===== config.mk =====
export PLATFORM = sky130hd
export DESIGN_NAME = bpc_pair_unit
export DESIGN_NICKNAME = d
export VERILOG_FILES = /design/src/rtl/bpc_pkg.sv /design/src/rtl/bpc_pair_unit.sv
export SDC_FILE = /design/constraint.sdc
export NUM_CORES = 1
export LEC_CHECK = 0
export BUFFER_PORTS_ARGS = -buffer_cell sky130_fd_sc_hd__buf_2
export CORE_MARGIN = 10
export CORE_UTILIZATION = 42
export CTS_BUF_LIST = sky130_fd_sc_hd__clkbuf_2 sky130_fd_sc_hd__clkbuf_4 sky130_fd_sc_hd__clkbuf_8
export CTS_CLUSTER_DIAMETER = 120
export DETAILED_ROUTE_END_ITERATION = 7
export PLACE_DENSITY = 0.62
export SYNTH_ARGS = -nofsm -noshare
export SYNTH_HDL_FRONTEND = slang
export SYNTH_SLANG_ARGS = --single-unit

===== constraint.sdc =====
create_clock -name i_clk -period 5.3 [get_ports i_clk]
set_input_delay 1.06 -clock i_clk [delete_from_list [all_inputs] [get_ports i_clk]]
set_output_delay 1.06 -clock i_clk [all_outputs]
set_load 0.05 [all_outputs]

===== src/rtl/bpc_pkg.sv =====
`default_nettype none

package bpc_pkg;

    // Input field width on the stream bus
    localparam int IN_FIELD_W = 16;

    // Stream data widths, padded to whole bytes
    localparam int S_TDATA_W = 104;
    localparam int M_TDATA_W = 8;
    localparam int RES_W     = 4;

    // Input field positions in the slave tdata
    localparam int OP_LSB   = 0;
    localparam int PX_LSB   = 2;
    localparam int PY_LSB   = 18;
    localparam int PZ_LSB   = 34;
    localparam int SX_LSB   = 50;
    localparam int SY_LSB   = 66;
    localparam int SZ_LSB   = 82;
    localparam int FRAG_BIT = 98;

    // Operation codes
    localparam logic [1:0] OP_ADD   = 2'd0;
    localparam logic [1:0] OP_CLEAR = 2'd1;
    localparam logic [1:0] OP_CHECK = 2'd2;

    // Configuration register
    localparam int         PCT_W           = 7;
    localparam logic [6:0] PCT_RESET       = 7'd70;
    localparam int         APB_AW          = 3;
    localparam int         APB_DW          = 32;
    localparam logic       REG_SUPPORT_PCT = 1'b0;

    // Scan status from the pair unit to the sequencer
    typedef struct packed {
        logic busy;
        logic clash;
        logic frag_bad;
    } t_scan_status;

    // Result item, no_overlap in the lowest bit
    typedef struct packed {
        logic add_accepted;
        logic support_ok;
        logic fragility_ok;
        logic no_overlap;
    } t_result;

endpackage

`default_nettype wire


===== src/rtl/bpc_pair_unit.sv =====
`default_nettype none

module bpc_pair_unit #(
    parameter int CW    = 16,
    parameter int CNT_W = 9
) (
    input  wire logic                    i_clk,
    input  wire logic                    i_rst_n,
    input  wire logic                    i_start,
    input  wire logic                    i_valid,
    input  wire logic [6*CW:0]           i_entry,
    input  wire logic [CW-1:0]           i_px,
    input  wire logic [CW-1:0]           i_py,
    input  wire logic [CW-1:0]           i_pz,
    input  wire logic [CW:0]             i_ex,
    input  wire logic [CW:0]             i_ey,
    input  wire logic [CW:0]             i_ez,
    input  wire logic                    i_on_floor,
    output bpc_pkg::t_scan_status        o_status,
    output logic      [2*CW+CNT_W-1:0]   o_sum
);
    import bpc_pkg::*;

    localparam int EW     = CW + 1;
    localparam int AREA_W = 2 * CW;
    localparam int SUM_W  = AREA_W + CNT_W;

    // Stage 1: far corners of the stored box
    logic [CW-1:0] r_qx, r_qy, r_qz;
    logic [EW-1:0] r_fx, r_fy, r_fz;
    logic          r_frag1, r_s1_vld;

    // Stage 2: overlap flags and XY overlap lengths
    logic [CW-1:0] r_ox, r_oy;
    logic          r_hit2, r_rest2, r_frag2, r_s2_vld;

    // Stage 3: overlap area
    logic [AREA_W-1:0] r_area;
    logic              r_hit3, r_rest3, r_frag3, r_s3_vld;

    // Accumulators
    logic             r_clash, r_fbad;
    logic [SUM_W-1:0] r_sum;

    logic [CW-1:0] qx, qy, qz, sx, sy, sz;
    logic          mx, my, mz, top;
    logic [CW-1:0] lo_x, lo_y;
    logic [EW-1:0] hi_x, hi_y;

    assign qx = i_entry[0*CW +: CW];
    assign qy = i_entry[1*CW +: CW];
    assign qz = i_entry[2*CW +: CW];
    assign sx = i_entry[3*CW +: CW];
    assign sy = i_entry[4*CW +: CW];
    assign sz = i_entry[5*CW +: CW];

    // Open-interval tests against the candidate
    always_comb begin
        mx   = (EW'(i_px) < r_fx) && (i_ex > EW'(r_qx));
        my   = (EW'(i_py) < r_fy) && (i_ey > EW'(r_qy));
        mz   = (EW'(i_pz) < r_fz) && (i_ez > EW'(r_qz));
        top  = (EW'(i_pz) == r_fz);
        lo_x = (i_px > r_qx) ? i_px : r_qx;
        lo_y = (i_py > r_qy) ? i_py : r_qy;
        hi_x = (i_ex < r_fx) ? i_ex : r_fx;
        hi_y = (i_ey < r_fy) ? i_ey : r_fy;
    end

    // Advance stage valids
    always_ff @(posedge i_clk) begin
        if (!i_rst_n) begin
            r_s1_vld <= 1'b0;
            r_s2_vld <= 1'b0;
            r_s3_vld <= 1'b0;
        end else begin
            r_s1_vld <= i_valid;
            r_s2_vld <= r_s1_vld;
            r_s3_vld <= r_s2_vld;
        end
    end

    // Stage payloads
    always_ff @(posedge i_clk) begin
        r_qx    <= qx;
        r_qy    <= qy;
        r_qz    <= qz;
        r_fx    <= EW'(qx) + EW'(sx);
        r_fy    <= EW'(qy) + EW'(sy);
        r_fz    <= EW'(qz) + EW'(sz);
        r_frag1 <= i_entry[6*CW];

        r_hit2  <= mx && my && mz;
        r_rest2 <= mx && my && top && !i_on_floor;
        r_frag2 <= r_frag1;
        r_ox    <= CW'(hi_x - EW'(lo_x));
        r_oy    <= CW'(hi_y - EW'(lo_y));

        r_area  <= AREA_W'(r_ox) * AREA_W'(r_oy);
        r_hit3  <= r_hit2;
        r_rest3 <= r_rest2;
        r_frag3 <= r_frag2;
    end

    // Accumulate verdicts over the scan
    always_ff @(posedge i_clk) begin
        if (!i_rst_n || i_start) begin
            r_clash <= 1'b0;
            r_fbad  <= 1'b0;
            r_sum   <= '0;
        end else if (r_s3_vld) begin
            r_clash <= r_clash | r_hit3;
            r_fbad  <= r_fbad | (r_rest3 & r_frag3);
            if (r_rest3) begin
                r_sum <= r_sum + SUM_W'(r_area);
            end
        end
    end

    assign o_status.busy     = r_s1_vld | r_s2_vld | r_s3_vld;
    assign o_status.clash    = r_clash;
    assign o_status.frag_bad = r_fbad;
    assign o_sum             = r_sum;

endmodule

`default_nettype wire


==> impl_metrics.csv <==
group,metric,value,unit
worst_hold_path,hp-class,"reg2reg",
clock_network,ctsLongestPathBuffers,3,
logic_synthesis,yosys_warnings,0,
final_layout,area_delta_synth_final,19.6,%
timing,tightest_slew,0.982,ns
logic_synthesis,synthArstFlopShare,0,
worst_hold_path,holdPathEnd,"r_rest3",
timing,rsz0062_at_grt,"yes",
setup_path,r2r-end,"r_area[31]",
final_layout,drive_gt1_frac,0.197,
logic_synthesis,yosys.area.top_type_share,0.202,
clock_network,clk_pin_slew_worst_paths,0.06,ns
grt,grt_pass1_wl,99500,um
logic_synthesis,syn-num-nets,3408,
logic_synthesis,ys_top_cells_by_area,"ha_1 20%, dfxtp_1 19%, fa_1 17%",
logic_synthesis,synth_largest_area_cell,"ha_1",
setup_path,worstPathMaxFanout,6,
setup_path,worstPathArrival,6.12,ns
setup_path,cpMostUsedCell,"fa_1",
grt,grt_pass1_vias,20060,
placed_design,dpl.hpwl,52700,um
setup_path,worst_ep_required_time,5.81,ns
clock_network,clock_latency,0.60,ns
detailed_routing,first_iter_violations,810,
detailed_routing,wirelength_met1,27600,um
timing,slew_headroom,0.339,
placed_design,placed_cells,3663,
setup_path,crit_type,"reg2reg",
logic_synthesis,ys_ff_latch,216,
placed_design,gp_congestion,0.879,
clock_network,cts.sinks,216,
clock_network,htree_num_levels,2,
logic_synthesis,synth_flop_cell,"dfxtp_1",
clock_network,cts_tree,"built",
logic_synthesis,ys_seq_area_frac,0.188,
timing,min_period,5.61,ns
floorplan,ios,245,
timing,max_freq,178,MHz
detailed_routing,num_vias,19288,
floorplan,die_y,254,um
detailed_routing,met2WireLength,29300,um
logic_synthesis,synth_edf_count,0,
worst_hold_path,hp-start,"r_rest2",
detailed_routing,first_pass_iters,5,
timing,setup_tns,-3.26,ns
logic_synthesis,synth.avg_cell_area,8.74,sq um
detailed_routing,ant_nets,0,
final_layout,fillCellCount,5156,
worst_hold_path,hold_depth,0,
status,violations,"negative setup slack",
detailed_routing,wl_per_cell,16.3,um
timing,whs,0.332,ns
logic_synthesis,synth_cell_type_count,79,
detailed_routing,routed_wl,61200,um
timing,setup_viol,16,
floorplan,core_area,54000,sq um
grt,grt_overflow_total,0,
final_layout,seq_area,4380,sq um
setup_path,worstPathCellList,"and2_4, fa_1, inv_1, fa_1, fa_1, inv_2, fa_1, fa_1, inv_1, fa_1, inv_1, ha_2, a211o_1, or3_4, o211ai_1, buf_4, a211oi_4, o21ai_2, a21oi_2, mux2i_1, and4_1",
detailed_routing,vias_per_cell,5.14,
clock_network,cts_buffers,41,
grt,grt_max_degree,38,
floorplan,dieWidth,254,um
final_layout,stdcell_count,3752,
detailed_routing,wl_met3,2840,um
final_layout,finalNetCount,3799,
placed_design,port_buffers,244,
setup_path,rrSetupSlack,-0.31,ns
logic_synthesis,netlist_instances,2635,
floorplan,dieArea,64600,sq um
clock_network,cts_root_buffer,"clkbuf_8",
grt,grt_util_all_layers,0.188,
logic_synthesis,synthesis.area,23000,sq um
setup_path,max_stage_delay,0.55,ns
timing,finalClockSkew,0.0344,ns
detailed_routing,drc,0,
status,status,"finished with violations",
timing,setup_ws,-0.310,ns
placed_design,dpl_worst_slack,-0.533,ns
detailed_routing,top_layer,"met5",
setup_path,startpoint_type,"register",
final_layout,multi_input_area,17400,sq um
setup_path,crit_slowest_cell,"fa_1",
setup_path,r2r_start,"r_oy[6]",
grt,antenna_found_initial,5,
timing,fin_crit_sh,1.06,
setup_path,end_kind,"register",
floorplan,start_util,0.426,
setup_path,ff2ff_path_depth,21,
timing,final_hold_viol_count,0,
timing,drv_slew,0,
floorplan,rows,85,
flow_run,maxCapViolations,0,
==> cell usage after synthesis, drive strengths merged (8+ instances only) <==
cell     number
a211oi       26
xor2         31
xnor2        73
o21bai       14
nor2        117
mux2i        43
o41ai         8
nand4        31
and2        126
nand3        30
a21o         66
o211ai       14
fa          200
ha          372
a2111oi      11
a31oi        18
dfxtp       216
clkbuf       49
nand2       278
o21ai       102
and3         25
nand2b       19
nor3         38
or3          11
o2111ai       9
nor2b        27
inv         389
a211o         8
a21oi       150
nor4         10
o21a         29
==> stage by stage <==
stage	util	area, sq um
6_report	0.510	27600
4_1_cts	0.506	27300
5_1_grt	0.510	27600
3_5_place_dp	0.485	26200
2_1_floorplan	-	23400
3_3_place_gp	0.485	26200
==> registers in the layout, summed over array words and instances (netlist names), 16 cells and up <==
name    cells
r_ox       16
r_qz       16
r_fz       17
r_qy       16
r_fx       17
r_area     32
r_qx       16
r_oy       16
r_fy       17
o_sum      41
==> layer usage <==
layer,global-route usage,vias to the layer above
li1,-,9699
met1,0.235,9117
met2,0.325,378
met3,0.0331,90
met4,0.0535,4
met5,0,-
==> final cells by class <==
type | count | area share
clock buffers | 65 | 0.0288
flip-flops and latches | 216 | 0.159
clock inverters | 6 | 0.00341
well taps | 696 | 0.0316
multi-input cells | 1974 | 0.632
diodes | 2 | 0.000182
repair buffers | 404 | 0.0914
inverters | 389 | 0.0530
==> cells by family (layout without fill, tap and decap cells) <==
| kind of cell | count (synthesis) | count (layout) | share of synthesized area |
|---|---|---|---|
| and+or+nand+nor | 745 | 745 | 0.159 |
| adders and majority gates | 572 | 572 | 0.376 |
| AOI/OAI and AO/OA | 508 | 508 | 0.145 |
| buffers and inverters | 445 | 864 | 0.0730 |
| DFF | 216 | 216 | 0.188 |
| xor gates and xnor gates | 104 | 104 | 0.0395 |
| muxes | 45 | 45 | 0.0197 |
| other | 0 | 2 | 0 |
==> critical path, delay by kind of cell (launching register included) <==
| kind | cells | cell delay, ns |
|---|---|---|
| compound gates | 5 | 0.83 |
| fa+ha+maj | 7 | 3.14 |
| buf+inv | 5 | 0.35 |
| flops | 1 | 0.36 |
| mux | 1 | 0.14 |
| simple gates | 3 | 0.68 |
==> how the worst max path moves through the flow <==
stage	start	end	slack, ns
floorplan	r_oy[4]	r_area[31]	-0.14
global placement	r_oy[6]	r_area[31]	-0.44
detailed placement	r_oy[6]	r_area[31]	-0.53
CTS	r_ox[6]	r_area[31]	-0.34
global route	r_oy[8]	r_area[31]	-0.55
finish	r_oy[6]	r_area[31]	-0.31
==> layout by cell type, fill, tap and decap left out, types with 14 or more instances in the layout <==
cell type and instances:
ha_1 360, nand4_1 31, nor2_1 112, a21o_1 65
and2_1 114, inv_1 377, dfxtp_1 192, buf_4 137
mux2i_1 43, buf_2 244, o21a_1 28, o21ai_0 91
nor3_1 35, nand3_1 29, xnor2_1 71, nor2b_1 26
xor2_1 31, nand2_1 275, nand2b_1 19, a31oi_1 18
a21oi_1 139, buf_6 22, and3_1 24, o21bai_1 14
clkbuf_4 16, fa_1 191, clkbuf_8 49, a211oi_1 24
o211ai_1 14
==> repair_timing <==
item,4_1_cts,5_1_grt
pin swaps,58,41
setup buffers,11,8
gates resized for setup,55,58
hold buffers,0,0
endpoints found under the setup margin,17,18
Power is not shown: default switching activity piles up to over one toggle a cycle in this logic, so the estimate is an artifact.
